<file path="config.mk">
export PLATFORM = sky130hd
export DESIGN_NAME = digraph_shift_cipher_encoder_top_flat
export DESIGN_NICKNAME = d
export VERILOG_FILES = /design/src/hdl/dsc_pkg.sv /design/src/hdl/dsc_if.sv /design/src/hdl/dsc_front.sv /design/src/hdl/dsc_queue.sv /design/src/hdl/dsc_back.sv /design/src/hdl/digraph_shift_cipher_encoder_top.sv /design/src/flat_wrapper.sv
export SDC_FILE = /design/constraint.sdc
export NUM_CORES = 1
export LEC_CHECK = 0
export ABC_AREA = 1
export BUFFER_PORTS_ARGS = -buffer_cell sky130_fd_sc_hd__buf_2
export CELL_PAD_IN_SITES_DETAIL_PLACEMENT = 1
export CELL_PAD_IN_SITES_GLOBAL_PLACEMENT = 1
export CORE_MARGIN = 1.5
export CORE_UTILIZATION = 49
export DETAILED_ROUTE_END_ITERATION = 8
export PLACE_DENSITY_LB_ADDON = 0.1
export SLEW_MARGIN = 25
export SYNTH_ARGS = -nofsm -noshare
export SYNTH_HDL_FRONTEND = slang
export SYNTH_SLANG_ARGS = --single-unit
</file>
<file path="constraint.sdc">
create_clock -name clk -period 8.6 [get_ports clk]
set_input_delay 1.72 -clock clk [delete_from_list [all_inputs] [get_ports clk]]
set_output_delay 1.72 -clock clk [all_outputs]
set_load 0.01 [all_outputs]
</file>
<file path="src/hdl/dsc_pkg.sv">
package dsc_pkg;

	localparam int unsigned ALPHABET_SIZE = 34;
	localparam int unsigned SHIFT_RESET   = 6;
	localparam int unsigned QUEUE_DEPTH   = 2;
	localparam int unsigned QUEUE_PTR_W   = (QUEUE_DEPTH > 1) ? $clog2(QUEUE_DEPTH) : 1;
	localparam int unsigned QUEUE_CNT_W   = $clog2(QUEUE_DEPTH + 1);
	localparam int unsigned SYM_W         = 6;
	localparam int unsigned LETTER_W      = 5;
	localparam int unsigned BYTE_W        = 8;

	typedef logic [SYM_W-1:0]    sym_t;
	typedef logic [LETTER_W-1:0] letter_t;

	// One queue entry: the symbols caused by one input, before the shift
	typedef struct packed {
		logic two;
		sym_t sym0;
		sym_t sym1;
	} entry_t;

	typedef struct packed {
		logic   valid;
		entry_t entry;
	} queue_wr_t;

	typedef struct packed {
		logic   valid;
		entry_t entry;
	} queue_rd_t;

	function automatic sym_t single_sym(input letter_t l);
		sym_t s;
		case (l)
			5'd0:    s = 6'd0;
			5'd1:    s = 6'd1;
			5'd2:    s = 6'd2;
			5'd3:    s = 6'd4;
			5'd4:    s = 6'd5;
			5'd5:    s = 6'd8;
			5'd6:    s = 6'd9;
			5'd7:    s = 6'd10;
			5'd8:    s = 6'd11;
			5'd9:    s = 6'd12;
			5'd10:   s = 6'd13;
			5'd11:   s = 6'd15;
			5'd12:   s = 6'd16;
			5'd13:   s = 6'd17;
			5'd14:   s = 6'd19;
			5'd15:   s = 6'd21;
			5'd16:   s = 6'd22;
			5'd17:   s = 6'd23;
			5'd18:   s = 6'd24;
			5'd19:   s = 6'd26;
			5'd20:   s = 6'd28;
			5'd21:   s = 6'd29;
			5'd22:   s = 6'd30;
			5'd23:   s = 6'd31;
			5'd24:   s = 6'd32;
			5'd25:   s = 6'd33;
			default: s = 6'd0;
		endcase
		return s;
	endfunction

	// Letters that may open a digraph: a c e k n o s t
	function automatic logic starts_pair(input letter_t l);
		logic r;
		case (l)
			5'd0, 5'd2, 5'd4, 5'd10, 5'd13, 5'd14, 5'd18, 5'd19: r = 1'b1;
			default: r = 1'b0;
		endcase
		return r;
	endfunction

	function automatic letter_t pair_second(input letter_t l);
		letter_t r;
		case (l)
			5'd0:    r = 5'd4;   // ae
			5'd2:    r = 5'd7;   // ch
			5'd4:    r = 5'd14;  // eo
			5'd10:   r = 5'd7;   // kh
			5'd13:   r = 5'd6;   // ng
			5'd14:   r = 5'd14;  // oo
			5'd18:   r = 5'd7;   // sh
			5'd19:   r = 5'd7;   // th
			default: r = 5'd31;
		endcase
		return r;
	endfunction

	function automatic sym_t pair_sym(input letter_t l);
		sym_t s;
		case (l)
			5'd0:    s = 6'd6;
			5'd2:    s = 6'd3;
			5'd4:    s = 6'd7;
			5'd10:   s = 6'd14;
			5'd13:   s = 6'd18;
			5'd14:   s = 6'd20;
			5'd18:   s = 6'd25;
			5'd19:   s = 6'd27;
			default: s = 6'd0;
		endcase
		return s;
	endfunction

endpackage

</file>
<file path="src/hdl/dsc_if.sv">
interface dsc_char_if import dsc_pkg::*; ();
	logic              valid;
	logic              ready;
	logic [BYTE_W-1:0] char_byte;
	logic              line_end;

	modport source(output valid, output char_byte, output line_end, input ready);
	modport sink(input valid, input char_byte, input line_end, output ready);
endinterface

interface dsc_glyph_if import dsc_pkg::*; ();
	logic valid;
	logic ready;
	sym_t glyph;
	logic last_of_run;

	modport source(output valid, output glyph, output last_of_run, input ready);
	modport sink(input valid, input glyph, input last_of_run, output ready);
endinterface

</file>
<file path="src/hdl/dsc_front.sv">
module dsc_front import dsc_pkg::*; (
	input  logic       clk,
	input  logic       arst_n,
	dsc_char_if.sink   char_in,
	input  logic       queue_full,
	output queue_wr_t  queue_wr
);

	letter_t held_letter_q;
	logic    held_valid_q;

	logic    accept;
	logic    is_letter;
	letter_t letter;
	letter_t held_nxt;
	logic    held_valid_nxt;
	logic    consumed;
	logic [1:0] cnt;
	sym_t    sym0;
	sym_t    sym1;

	assign char_in.ready = !queue_full;
	assign accept = char_in.valid && char_in.ready;

	// 'A'..'Z' and 'a'..'z' both carry 1..26 in the low five bits
	assign is_letter = (char_in.char_byte inside {[8'h41:8'h5A], [8'h61:8'h7A]});
	assign letter = char_in.char_byte[LETTER_W-1:0] - 5'd1;

	always_comb begin
		held_nxt = held_letter_q;
		held_valid_nxt = held_valid_q;
		consumed = 1'b0;
		cnt = 2'd0;
		sym0 = '0;
		sym1 = '0;
		if (is_letter) begin
			if (held_valid_q) begin
				if (starts_pair(held_letter_q) && pair_second(held_letter_q) == letter) begin
					sym0 = pair_sym(held_letter_q);
					consumed = 1'b1;
				end else begin
					sym0 = single_sym(held_letter_q);
				end
				cnt = 2'd1;
				held_valid_nxt = 1'b0;
			end
			if (!consumed) begin
				if (starts_pair(letter)) begin
					held_nxt = letter;
					held_valid_nxt = 1'b1;
				end else begin
					if (cnt == 2'd0) begin
						sym0 = single_sym(letter);
					end else begin
						sym1 = single_sym(letter);
					end
					cnt = cnt + 2'd1;
				end
			end
		end else if (held_valid_q) begin
			sym0 = single_sym(held_letter_q);
			cnt = 2'd1;
			held_valid_nxt = 1'b0;
		end
		// line end flushes whatever is still held
		if (char_in.line_end && held_valid_nxt) begin
			if (cnt == 2'd0) begin
				sym0 = single_sym(held_nxt);
			end else begin
				sym1 = single_sym(held_nxt);
			end
			cnt = cnt + 2'd1;
			held_valid_nxt = 1'b0;
		end
	end

	always_comb begin
		queue_wr.valid = accept && (cnt != 2'd0);
		queue_wr.entry.two = (cnt == 2'd2);
		queue_wr.entry.sym0 = sym0;
		queue_wr.entry.sym1 = sym1;
	end

	always_ff @(posedge clk or negedge arst_n) begin
		if (!arst_n) begin
			held_letter_q <= '0;
			held_valid_q <= 1'b0;
		end else if (accept) begin
			held_letter_q <= held_nxt;
			held_valid_q <= held_valid_nxt;
		end
	end

endmodule

</file>
<file path="src/hdl/dsc_queue.sv">
module dsc_queue import dsc_pkg::*; (
	input  logic      clk,
	input  logic      arst_n,
	input  queue_wr_t queue_wr,
	output logic      full,
	output queue_rd_t queue_rd,
	input  logic      pop
);

	entry_t                 mem_q [QUEUE_DEPTH];
	logic [QUEUE_PTR_W-1:0] wr_ptr_q;
	logic [QUEUE_PTR_W-1:0] rd_ptr_q;
	logic [QUEUE_CNT_W-1:0] count_q;
	logic                   do_push;
	logic                   do_pop;

	assign full = (count_q == QUEUE_CNT_W'(QUEUE_DEPTH));
	assign do_push = queue_wr.valid && !full;
	assign do_pop = pop && (count_q != '0);

	always_comb begin
		queue_rd.valid = (count_q != '0);
		queue_rd.entry = mem_q[rd_ptr_q];
	end

	function automatic logic [QUEUE_PTR_W-1:0] ptr_inc(input logic [QUEUE_PTR_W-1:0] p);
		return (p == QUEUE_PTR_W'(QUEUE_DEPTH - 1)) ? '0 : p + 1'b1;
	endfunction

	always_ff @(posedge clk) begin
		if (do_push) begin
			mem_q[wr_ptr_q] <= queue_wr.entry;
		end
	end

	always_ff @(posedge clk or negedge arst_n) begin
		if (!arst_n) begin
			wr_ptr_q <= '0;
			rd_ptr_q <= '0;
			count_q <= '0;
		end else begin
			if (do_push) begin
				wr_ptr_q <= ptr_inc(wr_ptr_q);
			end
			if (do_pop) begin
				rd_ptr_q <= ptr_inc(rd_ptr_q);
			end
			if (do_push && !do_pop) begin
				count_q <= count_q + 1'b1;
			end else if (do_pop && !do_push) begin
				count_q <= count_q - 1'b1;
			end
		end
	end

endmodule

</file>
<file path="src/hdl/dsc_back.sv">
module dsc_back import dsc_pkg::*; (
	input  logic       clk,
	input  logic       arst_n,
	input  logic       cfg_we,
	input  sym_t       cfg_data,
	input  queue_rd_t  queue_rd,
	output logic       pop,
	dsc_glyph_if.source glyph_out
);

	sym_t       shift_q;
	sym_t       shift_mod;
	logic       second_q;
	logic       out_valid_q;
	sym_t       glyph_q;
	logic       last_q;
	logic       load;
	logic       take;
	sym_t       sym;
	logic       last;
	logic [SYM_W:0] sum;
	sym_t       glyph_nxt;

	// register may hold up to 63: fold once, then one more fold after the add
	assign shift_mod = (shift_q >= SYM_W'(ALPHABET_SIZE)) ?
		shift_q - SYM_W'(ALPHABET_SIZE) : shift_q;

	assign load = !out_valid_q || glyph_out.ready;
	assign take = load && queue_rd.valid;
	assign sym = second_q ? queue_rd.entry.sym1 : queue_rd.entry.sym0;
	assign last = second_q || !queue_rd.entry.two;
	assign pop = take && last;

	always_comb begin
		sum = {1'b0, sym} + {1'b0, shift_mod};
		if (sum >= (SYM_W+1)'(ALPHABET_SIZE)) begin
			glyph_nxt = SYM_W'(sum - (SYM_W+1)'(ALPHABET_SIZE));
		end else begin
			glyph_nxt = sum[SYM_W-1:0];
		end
	end

	assign glyph_out.valid = out_valid_q;
	assign glyph_out.glyph = glyph_q;
	assign glyph_out.last_of_run = last_q;

	always_ff @(posedge clk or negedge arst_n) begin
		if (!arst_n) begin
			shift_q <= SYM_W'(SHIFT_RESET);
		end else if (cfg_we) begin
			shift_q <= cfg_data;
		end
	end

	always_ff @(posedge clk or negedge arst_n) begin
		if (!arst_n) begin
			out_valid_q <= 1'b0;
			second_q <= 1'b0;
		end else if (load) begin
			out_valid_q <= queue_rd.valid;
			if (take) begin
				second_q <= !last;
			end
		end
	end

	always_ff @(posedge clk) begin
		if (take) begin
			glyph_q <= glyph_nxt;
			last_q <= last;
		end
	end

endmodule

</file>
<file path="src/hdl/digraph_shift_cipher_encoder_top.sv">
// Path: each result is registered in the queue and then in the output
//   register; a digraph start letter waits for the next byte or the line end.
// Throughput: one input byte per cycle while the queue is not full;
//   a byte's two results take turns at the output, absorbed by a 2-entry queue.
// Reset (arst_n low, asynchronous): nothing held, queue and output empty,
//   shift_amount back to 6.
module digraph_shift_cipher_encoder_top import dsc_pkg::*; (
	input  logic        clk,
	input  logic        arst_n,
	input  logic        cfg_we,
	input  sym_t        cfg_data,
	dsc_char_if.sink    char_in,
	dsc_glyph_if.source glyph_out
);

	queue_wr_t queue_wr;
	queue_rd_t queue_rd;
	logic      queue_full;
	logic      pop;

	dsc_front u_front (
		.clk        (clk),
		.arst_n     (arst_n),
		.char_in    (char_in),
		.queue_full (queue_full),
		.queue_wr   (queue_wr)
	);

	dsc_queue u_queue (
		.clk      (clk),
		.arst_n   (arst_n),
		.queue_wr (queue_wr),
		.full     (queue_full),
		.queue_rd (queue_rd),
		.pop      (pop)
	);

	dsc_back u_back (
		.clk       (clk),
		.arst_n    (arst_n),
		.cfg_we    (cfg_we),
		.cfg_data  (cfg_data),
		.queue_rd  (queue_rd),
		.pop       (pop),
		.glyph_out (glyph_out)
	);

endmodule

</file>
<file path="src/flat_wrapper.sv">
// flat-port wrapper written by rule: the top's interface ports become plain ports
module digraph_shift_cipher_encoder_top_flat import dsc_pkg::*;
  (clk, arst_n, cfg_we, cfg_data, char_in_valid, char_in_char_byte, char_in_line_end, char_in_ready, glyph_out_valid, glyph_out_glyph, glyph_out_last_of_run, glyph_out_ready);
  dsc_char_if char_in_i ();
  dsc_glyph_if glyph_out_i ();
  input  logic clk;
  input  logic arst_n;
  input  logic cfg_we;
  input  sym_t cfg_data;
  input wire logic [$bits(char_in_i.valid)-1:0] char_in_valid;
  input wire logic [$bits(char_in_i.char_byte)-1:0] char_in_char_byte;
  input wire logic [$bits(char_in_i.line_end)-1:0] char_in_line_end;
  output wire logic [$bits(char_in_i.ready)-1:0] char_in_ready;
  output wire logic [$bits(glyph_out_i.valid)-1:0] glyph_out_valid;
  output wire logic [$bits(glyph_out_i.glyph)-1:0] glyph_out_glyph;
  output wire logic [$bits(glyph_out_i.last_of_run)-1:0] glyph_out_last_of_run;
  input wire logic [$bits(glyph_out_i.ready)-1:0] glyph_out_ready;
  assign char_in_i.valid = char_in_valid;
  assign char_in_i.char_byte = char_in_char_byte;
  assign char_in_i.line_end = char_in_line_end;
  assign char_in_ready = char_in_i.ready;
  assign glyph_out_valid = glyph_out_i.valid;
  assign glyph_out_glyph = glyph_out_i.glyph;
  assign glyph_out_last_of_run = glyph_out_i.last_of_run;
  assign glyph_out_i.ready = glyph_out_ready;
  digraph_shift_cipher_encoder_top u_core (.clk(clk), .arst_n(arst_n), .cfg_we(cfg_we), .cfg_data(cfg_data), .char_in(char_in_i), .glyph_out(glyph_out_i));
endmodule
</file>
==> results of run 1 <==
-- cell families (layout without fill, tap and decap cells) --
group                    after synthesis  after routing  synth area share
XOR/XNOR                              14             14            0.0352
adder cells (fa/ha/maj)               31             31            0.0985
AND/OR/NAND/NOR                      240            240             0.272
flip-flops                            51             51             0.360
multiplexers                           3              3           0.00810
AO/OA/AOI/OAI                        102            102             0.148
buffers and inverters                 80            104            0.0779
-- layer usage --
metal	wire, um	vias to the layer above
li1	-	1808
met1	5410	1785
met2	5390	80
met3	446	10
met4	114	0
met5	0	-
-- cells in the mapped netlist (3+ instances only) --
cell type and n:
o31ai_1 6, nand2_2 6, edfxtp_1 33, nand2_1 116, o22ai_1 10, inv_1 59
buf_2 5, xnor2_1 4, clkbuf_1 5, o21ai_0 45, inv_2 7, ha_1 30
a21oi_1 20, nand2_4 3, nor2_1 49, o21ai_1 5, xor2_1 9, nand3_4 3
dfrtp_1 16, nand4_1 5, nand3_1 43, nor3_1 5, nor4_1 3
-- where the power goes --
part	switching, mW	internal [mW]	total, mW
clock	0.0874	0.0569	0.144
combinational	0.551	0.279	0.830
sequential	0.0672	0.348	0.415
total	0.705	0.684	1.39
-- how the worst max path moves through the flow --
stage                               startpoint                          to  slack, ns  cells after the start
final                     char_in_char_byte[0]   u_core.u_queue.count_q[1]       3.43                     22
after global routing      char_in_char_byte[0]   u_core.u_queue.count_q[1]       3.16                     22
after CTS                 char_in_char_byte[0]  u_core.u_queue.mem_q[1][7]       3.34                     18
after detailed placement  char_in_char_byte[0]  u_core.u_queue.mem_q[1][9]       3.00                     18
after global placement    char_in_char_byte[0]  u_core.u_queue.mem_q[1][3]       3.30                     18
after floorplan           char_in_char_byte[1]   u_core.u_queue.count_q[1]       3.85                     20
-- through the flow --
stage          hold slack, ns  cell area [um^2]  power (mW)   util  worst slack (ns)
6_report                0.482              4320        1.39  0.551              3.43
5_1_grt                 0.525              4320        1.51  0.551              3.16
4_1_cts                 0.485              4320        1.39  0.550              3.34
3_5_place_dp            0.468              4230        1.24  0.539              3.00
3_3_place_gp            0.462              4230        1.18  0.539              3.30
2_1_floorplan           0.446              4010        1.01      -              3.85
-- flip-flops by register name, indices dropped and copies added (netlist names) --
register                             count
u_core.u_back.glyph_out.glyph            6
u_core.u_back.glyph_out.last_of_run      1
u_core.u_back.glyph_out.valid            1
u_core.u_back.second_q                   1
u_core.u_back.shift_q                    6
u_core.u_front.held_letter_q             5
u_core.u_front.held_valid_q              1
u_core.u_queue.count_q                   2
u_core.u_queue.mem_q                    26
u_core.u_queue.rd_ptr_q                  1
u_core.u_queue.wr_ptr_q                  1
-- final cells by class --
type	instances	area [um^2]
inverter	68	260
sequential	51	1440
timing repair buffer	28	140
multi-input combinational	390	2260
clock buffer	5	68.8
tap	102	128
clock inverter	3	20.0
fill	1023	3530
-- worst reg2reg max path, stage by stage (launching register included) --
cell,delay (ns)
dfrtp_1,0.74
inv_1,0.40
nand3_1,0.16
nand3_1,0.09
nand2_1,0.09
nand2_1,0.09
nand2_1,0.07
nand2_1,0.06
nor2_1,0.19
nand3_4,0.15
nand2_1,0.11
o22ai_1,0.12
ha_1,0.33
o21ai_1,0.18
nand2_1,0.10
nand2_2,0.11
inv_2,0.05
ha_1,0.31
a21oi_1,0.14
o21ai_0,0.14
xor2_1,0.16
==> metrics.yaml, run 1 <==
sta:
  fin_skew_ns: 0.00432
  min_period_ns: 5.17
  worst_pin_slew_ns: 0.761
  fmax_mhz: 193
  hold_viol_final: 0
  slew_headroom: 0.493
  setup_violations: 0
  rsz0062_at_grt: "no"
  period_share: 0.602
  drv_slew: 0
  fin_setup_tns_ns: 0
synth:
  synth.area.top_cells: "edfxtp_1 25%, nand2_1 11%, dfrtp_1 10%"
  synth_area_leader_cell: "edfxtp_1"
  ys_seq_area_frac: 0.360
  async_flop_share: 0.353
  synth_cell_types: 48
  synth_edf_count: 33
  syn_inst: 521
  synth.avg_cell_area_um2: 7.70
  ys_seq_elements: 51
  synth_ff_type: "edfxtp_1"
  yosysTopAreaCellShare: 0.247
  ys.warnings.count: 0
  netlist_area_um2: 4010
  syn_nets: 572
placed_design:
  hpwlAfterDp_mm: 8.89
  place.gp.congestion: 0.894
  dp_cells: 639
  io_buffers: 28
critical_path:
  crit_path_start_kind: "input port"
  max_stage_delay_ns: 0.31
  arrival_ns: 5.36
  worst_path_most_repeated_cell: "ha_1"
  worst_path_dominant_cell_family: "adder cells"
  worst_setup_path_end_kind: "register"
  path_max_fanout: 9
  crit_slowest_cell: "ha_1"
  r2r_slack_ns: 4.69
  crit_buf_inv: 6
  timing.rr.start: "u_core.u_front.held_letter_q[2]"
  path_cells: "buf_2, inv_2, ha_1, nand3_1, inv_1, nand2_1, nand2_1, inv_1, nand3_1, nand2_4, inv_1, ha_1, o22ai_1, ha_1, o21ai_1, nand2_1, nand2_2, inv_2, ha_1, a21oi_1, o21ai_0, xor2_1"
  rr_worst_depth: 20
  worstReg2RegEnd: "u_core.u_queue.count_q[1]"
  required_ns: 8.79
  crit_type: "in -> reg"
detailed_routing:
  postRouteAntennaNets: 0
  post_drt_wl_per_cell_um: 17.6
  viasPerCell: 5.69
  drt_iter0_drc: 147
  dr.pass1.iters: 4
  postRouteWirelength_mm: 11.4
  drc: 0
  via_count: 3683
run_status:
  status: "finished clean"
pwr:
  pwr_density_cell_nw_per_um2: 322
  irDropWorstVdd_mv: 0.125
  leakagePower_nw: 2.06
final_layout:
  final_nets: 595
  drive_gt1_frac: 0.134
  final_common_cell: "nand2_1"
  stdcell_count: 647
  num_antenna_cells: 0
  final_cell_mix: "116 x nand2_1, 59 x inv_1, 48 x nor2_1, 45 x o21ai_0, 43 x nand3_1"
  syn_to_final_growth_pct: 7.64
job:
  cap_viol_max_count: 0
clock_network:
  cts.sink_count: 51
  clock_latency_ns: 0.31
  cts_setup_buffers: 0
  clk_pin_slew_ns: 0.10
  ctsLongestPathBuffers: 2
  numCtsBuffers: 5
  post_cts_resized: 0
  cts_root_buf: "clkbuf_8"
  holdBufCountCts: 0
  h-tree-depth: 2
  tritoncts: "yes"
min_path:
  worstHoldStart: "u_core.u_queue.count_q[0]"
  worst_hold_path.endpoint: "u_core.u_queue.count_q[0]"
  hp-class: "reg -> reg"
  whs_path_depth: 1
die:
  chipHeight_um: 93.5
  placementRows: 32
  start_util: 0.511
  core_area_um2: 7850
  die_area_um2: 8740
  ioPinCount: 29
  die_x_um: 93.5
grt:
  grt_overflow: 0
  global_route.usage.total: 0.279
  groute.layer.met3.usage: 0.0374
  grt_use_met2: 0.476
  antenna_found_initial: 0
  grt_max_degree: 19
  grt_pass1_vias: 3864
  grt.busiest_layer: "met2"
  use_met1: 0.378
  grt_pass1_wl_mm: 19.0
No activity file was read; power rests on OpenSTA's default activity.
==> inputs of run 2 (changes only) <==
--- a/config.mk
+++ b/config.mk
@@ -10,7 +10,7 @@
 export CELL_PAD_IN_SITES_DETAIL_PLACEMENT = 1
 export CELL_PAD_IN_SITES_GLOBAL_PLACEMENT = 1
 export CORE_MARGIN = 1.5
-export CORE_UTILIZATION = 49
+export CORE_UTILIZATION = 46
 export DETAILED_ROUTE_END_ITERATION = 8
 export PLACE_DENSITY_LB_ADDON = 0.1
 export SLEW_MARGIN = 25
==> constraint.sdc (replaced) <==
create_clock -name clk -period 5.3 [get_ports clk]
set_input_delay 1.06 -clock clk [delete_from_list [all_inputs] [get_ports clk]]
set_output_delay 1.06 -clock clk [all_outputs]
set_load 0.01 [all_outputs]
==> run 2 against run 1 <==
Against the previous run: sequential share of layout area is 0.23 points lower; first-iteration DRC count is 2.7% higher; critical path depth stayed put; worst hold slack better by 0.016 ns; clock skew is 0.0012 ns higher; setup slack worse by 2.6 ns; register-to-register slack worse by 3.2 ns; clock-buffer cell count stayed put; total power is 63% higher; combinational power is 60% higher; flip-flop and latch count stayed put; via count stayed put; critical path type unchanged; largest power group unchanged.
==> metrics.yaml, run 2 (synthesized netlist as in run 1, its figures left out) <==
run_status:
  status: "finished clean"
critical_path:
  crit_slowest_cell: "ha_1"
  rr_worst_depth: 18
  worst_setup_path_end_kind: "register"
  path_max_fanout: 10
  required_ns: 5.48
  crit_type: "in -> reg"
  worst_path_most_repeated_cell: "ha_1"
  max_stage_delay_ns: 0.33
  worst_path_dominant_cell_family: "adder cells"
  crit_buf_inv: 5
  cp.depth: 22
  arrival_ns: 4.67
  crit_path_start_kind: "input port"
  path_cells: "buf_2, inv_2, ha_1, nor2_1, nor2_4, inv_2, nor2_1, o21ai_2, nand3_2, nand2_4, inv_1, ha_1, o22ai_1, ha_1, o21ai_1, nand2_1, nand2_2, inv_2, ha_1, a21oi_1, o21ai_0, xor2_1"
pwr:
  leakagePower_nw: 2.08
  pwr_density_cell_nw_per_um2: 522
  totalPowerFinal_mw: 2.27
  switchingPower_mw: 1.12
  switching_share: 0.491
  pwr-share-comb: 0.584
  intPower_mw: 1.16
  clkPwrFrac: 0.120
  irDropWorstVdd_mv: 0.178
  seq_power_share: 0.297
detailed_routing:
  dr.pass1.iters: 4
  drc: 0
  viasPerCell: 5.66
  drt_iter0_drc: 151
  post_drt_wl_per_cell_um: 17.5
  via_count: 3683
  postRouteAntennaNets: 0
  postRouteWirelength_mm: 11.4
min_path:
  whs_path_depth: 1
  hp-class: "reg -> reg"
clock_network:
  clk_pin_slew_ns: 0.09
  cts_root_buf: "clkbuf_8"
  holdBufCountCts: 0
  tritoncts: "yes"
  cts.sink_count: 51
  post_cts_resized: 0
  cts_setup_buffers: 0
  clock_latency_ns: 0.30
  ctsLongestPathBuffers: 2
  h-tree-depth: 2
  numCtsBuffers: 5
die:
  die_x_um: 96.4
  ioPinCount: 29
  die_area_um2: 9290
  chipHeight_um: 96.4
  placementRows: 33
  core_area_um2: 8340
  start_util: 0.481
grt:
  antenna_found_initial: 0
  grt_pass1_vias: 3660
  grt_overflow: 0
  grt_max_degree: 19
  grt_pass1_wl_mm: 18.6
  global_route.usage.total: 0.262
placed_design:
  placed_cell_area_um2: 4240
  hpwlAfterDp_mm: 8.93
  place.gp.congestion: 0.843
  dp_cells: 643
  pre_cts_slack_ns: 0.334
  io_buffers: 28
final_layout:
  syn_to_final_growth_pct: 8.39
  drive_gt1_frac: 0.134
  design_area_um2: 4350
  n_fill_cell: 1046
  final_core_util: 0.522
  num_antenna_cells: 0
  largest-register: "u_core.u_queue.mem_q"
  stdcell_count: 651
  largest_reg_flops: 26
  final_common_cell: "nand2_1"
  final_nets: 596
  final_cell_mix: "116 x nand2_1, 59 x inv_1, 48 x nor2_1, 45 x o21ai_0, 43 x nand3_1"
job:
  cap_viol_max_count: 0
sta:
  min_period_ns: 4.49
  fin_skew_ns: 0.00552
  worst_pin_slew_ns: 0.778
  rsz0062_at_grt: "no"
  hold_viol_final: 0
  timing.hold.ws_ns: 0.498
  setup_violations: 0
  fmax_mhz: 223
  period_share: 0.848
  fin_setup_tns_ns: 0
  slew_headroom: 0.481
  setup_slack_ns: 0.808
  drv_slew: 0
run 2: power by group through the flow:
stage	Clock, mW	Combinational [mW]	Sequential (mW)
after CTS	0.278	1.33	0.673
after floorplan	0	1.01	0.628
after global routing	0.288	1.51	0.688
final	0.272	1.33	0.674
after detailed placement	0	1.32	0.682
after global placement	0	1.25	0.672
run 2: layout make-up:
cell class	count	area [um^2]	area share
Multi-Input combinational cell	390	2260	0.519
Clock buffer	5	68.8	0.0158
Tap cell	105	131	0.0302
Timing Repair Buffer	29	148	0.0339
Clock inverter	3	38.8	0.00892
Inverter	68	260	0.0598
Sequential cell	51	1440	0.332
run 2: metal layers:
metal  vias to the layer above  routed length (um)  GRT usage
li1                       1808                   -          -
met1                      1785                5280      0.359
met2                        80                5450      0.452
met3                        10                 567     0.0360
met4                         0                  68     0.0326
met5                         -                   0          0
run 2: final timing paths:
| kind | from | to | slack (ns) |
|---|---|---|---|
| worst min register to register | u_core.u_queue.count_q[0] | u_core.u_queue.count_q[0] | 0.50 |
| worst max register to register | u_core.u_front.held_letter_q[2] | u_core.u_queue.count_q[1] | 1.46 |
| worst max-delay path | char_in_char_byte[0] | u_core.u_queue.count_q[1] | 0.81 |
| min in group asynchronous | arst_n | u_core.u_front.held_letter_q[0] | 0.70 |
| max in group asynchronous | arst_n | u_core.u_back.shift_q[1] | 4.25 |
| worst min-delay path | u_core.u_queue.count_q[0] | u_core.u_queue.count_q[0] | 0.50 |
